File: src/rtl/wlan_mgmt_frame_ssid_extractor_top_macros.svh
// Assertion helpers used by the top-level RTL.
`ifndef WLAN_MGMT_FRAME_SSID_EXTRACTOR_TOP_MACROS_SVH
`define WLAN_MGMT_FRAME_SSID_EXTRACTOR_TOP_MACROS_SVH

// Implication checked in the same cycle.
`define SSIDX_ASSERT_NOW(lbl, cond, prop, msg) \
  lbl: assert property (@(posedge clk) disable iff (!rst_n) (cond) |-> (prop)) \
    else $error(msg);

// Implication checked in the cycle after the condition.
`define SSIDX_ASSERT_NEXT(lbl, cond, prop, msg) \
  lbl: assert property (@(posedge clk) disable iff (!rst_n) (cond) |=> (prop)) \
    else $error(msg);

`endif

File: src/rtl/ssidx_pkg.sv
`timescale 1ns / 1ps
package ssidx_pkg;

  localparam int NAME_LIMIT_DEF = 32;
  localparam int ADDR_BYTES     = 18;
  localparam int ADDR_START     = 4;
  localparam int BEACON_BASE    = 36;
  localparam int PROBE_BASE     = 24;
  localparam int POS_MAX        = 127;
  localparam int NAME_BITS_MAX  = 256;
  localparam int IN_W           = 24;
  localparam int OUT_W          = 232;

  localparam logic [1:0] TYPE_MGMT  = 2'd0;
  localparam logic [3:0] SUB_PROBE  = 4'd4;
  localparam logic [3:0] SUB_BEACON = 4'd8;
  localparam logic [1:0] LAST_CHUNK = 2'd3;

  typedef struct packed {
    logic       start;
    logic       fin;
    logic [7:0] data;
    logic [7:0] strength;
    logic [3:0] channel;
  } in_beat_t;

  typedef struct packed {
    logic [7:0]  strength;
    logic [3:0]  channel;
    logic [3:0]  subtype;
    logic [47:0] addr_one;
    logic [47:0] addr_two;
    logic [47:0] addr_three;
    logic [4:0]  name_length;
  } hdr_t;

endpackage

File: src/rtl/ssidx_parser.sv
`timescale 1ns / 1ps
module ssidx_parser
  import ssidx_pkg::*;
#(
  parameter int NAME_LIMIT = NAME_LIMIT_DEF
) (
  input  logic                    clk,
  input  logic                    rst_n,
  input  logic                    step,
  input  in_beat_t                beat,
  output logic                    end_hit,
  output hdr_t                    hdr,
  output logic [NAME_LIMIT*8-1:0] name
);

  localparam logic [7:0] LIMIT_B = 8'(NAME_LIMIT);

  logic [6:0] pos_r, pos_nxt;
  logic [7:0] ctrl_r, ctrl_nxt;
  logic [7:0] addr_r [ADDR_BYTES];
  logic [7:0] addr_nxt [ADDR_BYTES];
  logic       elem_ok_r, elem_ok_nxt;
  logic [4:0] len_r, len_nxt;
  logic [7:0] name_r [NAME_LIMIT];
  logic [7:0] name_nxt [NAME_LIMIT];
  logic [7:0] str_r, str_nxt;
  logic [3:0] chan_r, chan_nxt;

  logic [6:0] pos;
  logic [6:0] base;
  logic [6:0] idx;
  logic       beacon;

  function automatic logic wanted(input logic [7:0] ctrl);
    return ctrl[3:2] == TYPE_MGMT && (ctrl[7:4] == SUB_PROBE || ctrl[7:4] == SUB_BEACON);
  endfunction

  always_comb begin
    pos_nxt     = pos_r;
    ctrl_nxt    = ctrl_r;
    addr_nxt    = addr_r;
    elem_ok_nxt = elem_ok_r;
    len_nxt     = len_r;
    name_nxt    = name_r;
    str_nxt     = str_r;
    chan_nxt    = chan_r;
    beacon      = ctrl_r[7:4] == SUB_BEACON;
    base        = beacon ? 7'(BEACON_BASE) : 7'(PROBE_BASE);
    idx         = pos_r - base - 7'd2;
    pos         = pos_r;
    if (beat.start) begin
      pos         = '0;
      addr_nxt    = '{default: '0};
      elem_ok_nxt = 1'b0;
      len_nxt     = '0;
      name_nxt    = '{default: '0};
      str_nxt     = beat.strength;
      chan_nxt    = beat.channel;
    end
    if (pos == 7'd0) begin
      ctrl_nxt = beat.data;
    end else begin
      for (int j = 0; j < ADDR_BYTES; j++) begin
        if (pos == 7'(ADDR_START + j)) addr_nxt[j] = beat.data;
      end
      if (wanted(ctrl_r)) begin
        if (pos == base) begin
          elem_ok_nxt = beacon || beat.data == 8'd0;
        end else if (pos == base + 7'd1) begin
          len_nxt = (elem_ok_r && beat.data != 8'd0 && beat.data < LIMIT_B) ?
                    beat.data[4:0] : 5'd0;
        end else if (pos >= base + 7'd2) begin
          for (int i = 0; i < NAME_LIMIT; i++) begin
            if (idx == 7'(i) && idx < {2'b00, len_r}) name_nxt[i] = beat.data;
          end
        end
      end
    end
    pos_nxt = (pos == 7'(POS_MAX)) ? pos : pos + 7'd1;
  end

  assign end_hit = beat.fin && wanted(ctrl_nxt);

  always_comb begin
    hdr.strength    = str_nxt;
    hdr.channel     = chan_nxt;
    hdr.subtype     = ctrl_nxt[7:4];
    hdr.addr_one    = {addr_nxt[0], addr_nxt[1], addr_nxt[2],
                       addr_nxt[3], addr_nxt[4], addr_nxt[5]};
    hdr.addr_two    = {addr_nxt[6], addr_nxt[7], addr_nxt[8],
                       addr_nxt[9], addr_nxt[10], addr_nxt[11]};
    hdr.addr_three  = {addr_nxt[12], addr_nxt[13], addr_nxt[14],
                       addr_nxt[15], addr_nxt[16], addr_nxt[17]};
    hdr.name_length = len_nxt;
    for (int i = 0; i < NAME_LIMIT; i++) name[i*8 +: 8] = name_nxt[i];
  end

  always_ff @(posedge clk) begin
    if (!rst_n) begin
      pos_r     <= '0;
      ctrl_r    <= '0;
      addr_r    <= '{default: '0};
      elem_ok_r <= 1'b0;
      len_r     <= '0;
      name_r    <= '{default: '0};
      str_r     <= '0;
      chan_r    <= '0;
    end else if (step) begin
      pos_r     <= pos_nxt;
      ctrl_r    <= ctrl_nxt;
      addr_r    <= addr_nxt;
      elem_ok_r <= elem_ok_nxt;
      len_r     <= len_nxt;
      name_r    <= name_nxt;
      str_r     <= str_nxt;
      chan_r    <= chan_nxt;
    end
  end

endmodule

File: src/rtl/wlan_mgmt_frame_ssid_extractor_top.sv
// A frame's last byte passes the input register, then the output run register, before its first result beat.
// Throughput: one frame byte per cycle, except while a last byte waits for the output run;
// each end of a beacon or probe request yields 4 result beats from the output run register.
// A last byte waits in the input register while the previous run still drains.
// Reset: synchronous, active low; clears all parser state, the 32-byte name
// store and the valid flags of both pipeline stages.
`timescale 1ns / 1ps
`include "wlan_mgmt_frame_ssid_extractor_top_macros.svh"
module wlan_mgmt_frame_ssid_extractor_top
  import ssidx_pkg::*;
#(
  parameter int NAME_LIMIT = NAME_LIMIT_DEF
) (
  input  logic             clk,
  input  logic             rst_n,
  input  logic             in_tvalid,
  output logic             in_tready,
  // frame_byte[7:0], signal_strength[15:8], radio_channel[19:16]
  input  logic [IN_W-1:0]  in_tdata,
  // frame_start[0]
  input  logic             in_tuser,
  input  logic             in_tlast,
  output logic             out_tvalid,
  input  logic             out_tready,
  // out_strength[7:0], out_channel[11:8], frame_subtype[15:12], address_one[63:16],
  // address_two[111:64], address_three[159:112], name_length[164:160],
  // name_chunk[228:165], zero pad[231:229]
  output logic [OUT_W-1:0] out_tdata,
  // chunk_number[1:0]
  output logic [1:0]       out_tuser,
  output logic             out_tlast
);

  in_beat_t               in_r;
  logic                   in_valid_r;
  hdr_t                   hdr;
  hdr_t                   hdr_snap_r;
  logic [NAME_LIMIT*8-1:0] name;
  logic [NAME_LIMIT*8-1:0] name_snap_r;
  logic [NAME_BITS_MAX-1:0] name_pad;
  logic                   snap_valid_r;
  logic [1:0]             cnt_r;
  logic                   end_hit;
  logic                   pend;
  logic                   snap_free;
  logic                   adv;
  logic                   step;
  logic                   load_snap;
  logic                   out_beat;

  ssidx_parser #(.NAME_LIMIT(NAME_LIMIT)) u_parser (
    .clk     (clk),
    .rst_n   (rst_n),
    .step    (step),
    .beat    (in_r),
    .end_hit (end_hit),
    .hdr     (hdr),
    .name    (name)
  );

  assign out_beat  = snap_valid_r && out_tready;
  assign snap_free = !snap_valid_r || (out_tready && cnt_r == LAST_CHUNK);
  assign pend      = in_valid_r && end_hit;
  assign adv       = !pend || snap_free;
  assign step      = in_valid_r && adv;
  assign load_snap = step && end_hit;
  assign in_tready = !in_valid_r || adv;

  always_ff @(posedge clk) begin
    if (!rst_n) begin
      in_valid_r <= 1'b0;
    end else if (in_tready) begin
      in_valid_r <= in_tvalid;
    end
  end

  always_ff @(posedge clk) begin
    if (in_tready) begin
      in_r.start    <= in_tuser;
      in_r.fin      <= in_tlast;
      in_r.data     <= in_tdata[7:0];
      in_r.strength <= in_tdata[15:8];
      in_r.channel  <= in_tdata[19:16];
    end
  end

  always_ff @(posedge clk) begin
    if (!rst_n) begin
      snap_valid_r <= 1'b0;
      cnt_r        <= '0;
    end else if (load_snap) begin
      snap_valid_r <= 1'b1;
      cnt_r        <= '0;
    end else if (out_beat) begin
      if (cnt_r == LAST_CHUNK) snap_valid_r <= 1'b0;
      cnt_r <= cnt_r + 2'd1;
    end
  end

  always_ff @(posedge clk) begin
    if (load_snap) begin
      hdr_snap_r  <= hdr;
      name_snap_r <= name;
    end
  end

  assign name_pad   = NAME_BITS_MAX'(name_snap_r);
  assign out_tvalid = snap_valid_r;
  assign out_tuser  = cnt_r;
  assign out_tlast  = cnt_r == LAST_CHUNK;
  assign out_tdata  = {3'b000, name_pad[{cnt_r, 6'b000000} +: 64], hdr_snap_r.name_length,
                       hdr_snap_r.addr_three, hdr_snap_r.addr_two, hdr_snap_r.addr_one,
                       hdr_snap_r.subtype, hdr_snap_r.channel, hdr_snap_r.strength};

  `SSIDX_ASSERT_NEXT(a_run_unbroken, out_beat && cnt_r != LAST_CHUNK, out_tvalid, "run broke early")
  `SSIDX_ASSERT_NEXT(a_chunk_order, out_beat && cnt_r != LAST_CHUNK, out_tuser == 2'($past(cnt_r) + 2'd1), "chunk order")
  `SSIDX_ASSERT_NOW(a_fall_after_last, $fell(out_tvalid), $past(out_tlast && out_tready), "run ended without last")
  `SSIDX_ASSERT_NOW(a_len_bound, out_tvalid, out_tdata[164:160] <= 5'(NAME_LIMIT - 1), "name length bound")
  `SSIDX_ASSERT_NOW(a_end_held, pend && !snap_free, !in_tready, "end byte overran busy run")

endmodule
File: config.mk
export PLATFORM = sky130hd
export DESIGN_NAME = wlan_mgmt_frame_ssid_extractor_top
export DESIGN_NICKNAME = d
export VERILOG_FILES = /design/src/rtl/ssidx_pkg.sv /design/src/rtl/ssidx_parser.sv /design/src/rtl/wlan_mgmt_frame_ssid_extractor_top.sv
export VERILOG_INCLUDE_DIRS = /design/src /design/src/rtl
export SDC_FILE = /design/constraint.sdc
export NUM_CORES = 2
export LEC_CHECK = 0
export BUFFER_PORTS_ARGS = -buffer_cell sky130_fd_sc_hd__buf_2
export CORE_UTILIZATION = 55
export CTS_CLUSTER_DIAMETER = 50
export DETAILED_ROUTE_END_ITERATION = 10
export PLACE_DENSITY = 0.79
export SYNTH_ARGS = -nofsm -noshare
export SYNTH_HDL_FRONTEND = slang
export SYNTH_SLANG_ARGS = --single-unit
File: constraint.sdc
create_clock -name clk -period 45.3 [get_ports clk]
set_input_delay 9.06 -clock clk [delete_from_list [all_inputs] [get_ports clk]]
set_output_delay 9.06 -clock clk [all_outputs]
set_load 0.005 [all_outputs]
==> metrics.md <==
| Metric | Value |
|---|---|
| Clk pwr share | `45.6%` |
| Fin area | `43,260 um^2` |
| Final-report setup violation count | `0` |
| Post-cts hold buffer count | `0` |
| Final period utilization | `43.01%` |
| Placed Area | `between 40,000 and 50,000 um^2` |
| Status | `completed` |
| CP Launch Type | `primary input` |
| Post-layout net count | `~4,000` |
| Htree depth | `3` |
| Resized cells post-CTS | `0` |
| Initial antenna violation count | `1` |
| Layout cells sized above 1 | `16.36%` |
| Synth cell types | `80` |
| Synthesis Warnings | `0` |
| Power density over the cells | `a little under 40 nW/um^2` |
| Flop pwr share | `49.2%` |
| Total number of vias | `around 31,000` |
| Wirelength per Cell | `around 22 um` |
| FMAX | `51.32 MHz` |
| Post CTS Setup Buffer Count | `0` |
| Fin crit period | `19.48 ns` |
| EDFF count, synth | `443` |
| Fill cells | `about 5,300` |
| CP max FO | `24` |
| Initial Utilization | `55.83%` |
| Core area | `68,830 um^2` |
| Ys async rst share | `0%` |
| Fin Hold WS | `0.4516 ns` |
| Peak VDD IR | `32.67 uV` |
| DRT iter0 DRCs | `between 3,000 and 4,000` |
| RSZ-0062 raised after global routing | `false` |
| Die Width | `about 270 um` |
| Maxcap violations | `0` |
| Hold/Removal Path Class | `reg -> reg` |
| Layout Area Growth over Synthesis | `12.58%` |
| Die H | `~270 um` |
| Rows | `96` |
| GRT overflow | `0` |
| Routability Congestion | `0.9846` |
| Port-buffer cells | `259` |
| Vias per cell | `roughly 6.2` |
| Worst path required time | `between 30 and 40 ns` |
| Total power | `0.001709 W` |
| Switching pwr | `roughly 0.00040 W` |
| Clock transition at the registers of the reported paths | `about 0.050 ns` |
| Area contributors post-synth | `edfxtp_1 (35%), dfxtp_1 (23%), nand2_1 (7.5%), nand3_1 (5.2%), o21ai_0 (3.9%)` |
| N_diodes | `0` |
| Num CTS Buffers | `between 90 and 100` |
| Drt drc | `0` |
| Least-Margin Pin Slew | `1.298 ns` |
| Drt pass-1 iters | `6` |
| Max Root-Sink Buffers | `3` |
| Fin util | `a little over three fifths` |
| Fin. Hold Viols | `0` |
| Overall Global Routing Usage | `a little under a third` |
| Setup tns final | `0 ns` |
| Max-slew violation count | `0` |
| Clock sink total | `around 880` |
| Synth Area per Inst | `9.955 um^2` |
| Post-synthesis cell count | `just under 4,000` |
| Arr. time, crit path | `approximately 10 ns` |
| Crit end category | `output pin` |
| Crit path kind | `in -> out` |
| Seq/Total Area, Yosys | `57.28%` |
| Worst clock skew | `about 0.026 ns` |
| Number of I/O pins | `roughly 270` |
| Net Sw Frac | `23.48%` |
| Clock Latency Late Sink | `0.66 ns` |
| Relative slew slack | `between 10% and 20%` |
| Area leader, netlist | `edfxtp_1` |
| CTS Root Cell | `clkbuf_16` |
| CTS tree | `yes` |
| Largest net degree at the start of global routing | `between 150 and 200` |
| Comb pwr share | `5.2%` |
| Synth Cell Area | `38,430 um^2` |
| DP Wirelength | `62,690 um` |
| Ys flop type | `edfxtp_1` |
| Yosys top cell area share | `34.62%` |
| ANT nets after route | `0` |
| P_int | `0.001308 W` |
| Sum of routed wire length over all layers | `110,500 um` |
| Leakage power | `15.40 nW` |
| First-pass GRT wire length | `166,100 um` |
| Die ar. | `~71,000 um^2` |
| Yosys reg bits | `878` |
| Vias in the first global route | `about 28,000` |
cells by family (layout without fill, tap and decap cells):
group           Yosys count  count (layout)  share of synthesized area [%]
other cells               1               3                       0.009759
mux                     159             159                          6.268
flops                   878             878                          57.28
buf+inv                 386             546                          4.135
fa+ha+maj                15              15                         0.4884
compound gates          639             639                          10.49
simple gates           1774            1774                          21.15
xor+xnor                  8               8                         0.1823
area by class of cell:
| class | instances | area (um^2) | area share (%) |
|---|---|---|---|
| Multi-Input combinational cell | 2598 | 14930 | 34.50 |
| Inverter | 51 | 203.9 | 0.4714 |
| Tap cell | 931 | 1165 | 2.693 |
| Sequential cell | 878 | 22020 | 50.90 |
| Clock inverter | 50 | 566.8 | 1.310 |
| Clock buffer | 125 | 2589 | 5.984 |
| Timing Repair Buffer | 320 | 1792 | 4.142 |
critical path: stages:
cell      delay [ns]
buf_2           0.11
a21boi_1        0.61
nand3_1         0.15
buf_4           0.29
buf_2           0.18
power by group through the flow:
stage	Clock (W)	Combinational [W]	Sequential, W
2_1_floorplan	0	0.0000579	0.000858
3_3_place_gp	0	0.0000852	0.000857
3_5_place_dp	0	0.0000866	0.000857
4_1_cts	0.000783	0.0000870	0.000840
5_1_grt	0.000812	0.0000941	0.000841
6_report	0.000779	0.0000895	0.000840
final timing paths:
path / start / endpoint / slack (ns) / depth (start not counted)
worst min-delay path: u_parser.addr_r[70]$_SDFFE_PN0P_ / u_parser.addr_r[70]$_SDFFE_PN0P_ / 0.45 / 2
worst min register to register: u_parser.addr_r[70]$_SDFFE_PN0P_ / u_parser.addr_r[70]$_SDFFE_PN0P_ / 0.45 / 2
worst max-delay path: out_tready / in_tready / 25.82 / 5
worst max register to register: u_parser.ctrl_r[4]$_SDFFE_PN0P_ / name_pad[108]$_DFFE_PP_ / 39.04 / 16
synth_stat cells (15+ instances only):
cell type / count
nor2b_1: 27
clkbuf_1: 234
dfxtp_1: 435
buf_1: 38
nor2_1: 318
o211ai_1: 26
nand2_1: 766
mux2i_1: 82
edfxtp_1: 443
o22ai_1: 29
a22o_1: 94
ha_1: 15
inv_1: 46
o21ai_1: 19
nor3_1: 127
a21oi_1: 69
buf_2: 48
nand3_1: 396
mux4_2: 64
or4_1: 17
o311ai_0: 15
a31o_2: 40
o21ai_0: 298
layer usage:
| metal | GRT usage [%] | vias to the layer above | wire length [um] |
|---|---|---|---|
| met5 | 0 | - | 12 |
| met4 | 15.81 | 2 | 5482 |
| met3 | 6.543 | 326 | 11560 |
| met2 | 47.13 | 1728 | 50920 |
| met1 | 40.34 | 14690 | 42530 |
| li1 | - | 13910 | - |
layout by cell type (no fill, tap or decap), types with 15 or more instances in the layout:
cell type	synthesis	final
o22ai_1	29	29
dfxtp_1	435	433
clkbuf_1	234	19
nand3_1	396	396
a22o_1	94	94
nor3_1	127	119
clkbuf_16	0	94
a21oi_1	69	69
o21ai_0	298	298
buf_2	48	259
buf_4	7	58
nor2b_1	27	27
ha_1	15	15
mux4_2	64	64
o311ai_0	15	15
mux2i_1	82	82
inv_1	46	45
nand2_1	766	766
a31o_2	40	40
nor2_1	318	315
or4_1	17	17
edfxtp_1	443	443
o211ai_1	26	26
o21ai_1	19	19
through the flow:
step / instances / worst slack, ns
floorplan: 3862 / 17.44
global placement: 4778 / 25.83
detailed placement: 4778 / 25.83
CTS: 4953 / 25.82
global route: 4953 / 25.75
finish: 4953 / 25.82
registers in the layout, summed over array words and instances, names as in the netlist:
signal,cells
u_parser.addr_r,144
u_parser.pos_r,7
out_tvalid,1
name_pad,256
u_parser.len_r,5
u_parser.ctrl_r,6
in_valid_r,1
u_parser.name_r,256
out_tdata,165
out_tuser,2
in_r,22
u_parser.chan_r,4
u_parser.elem_ok_r,1
u_parser.str_r,8
(Power assumes the default switching activity.)
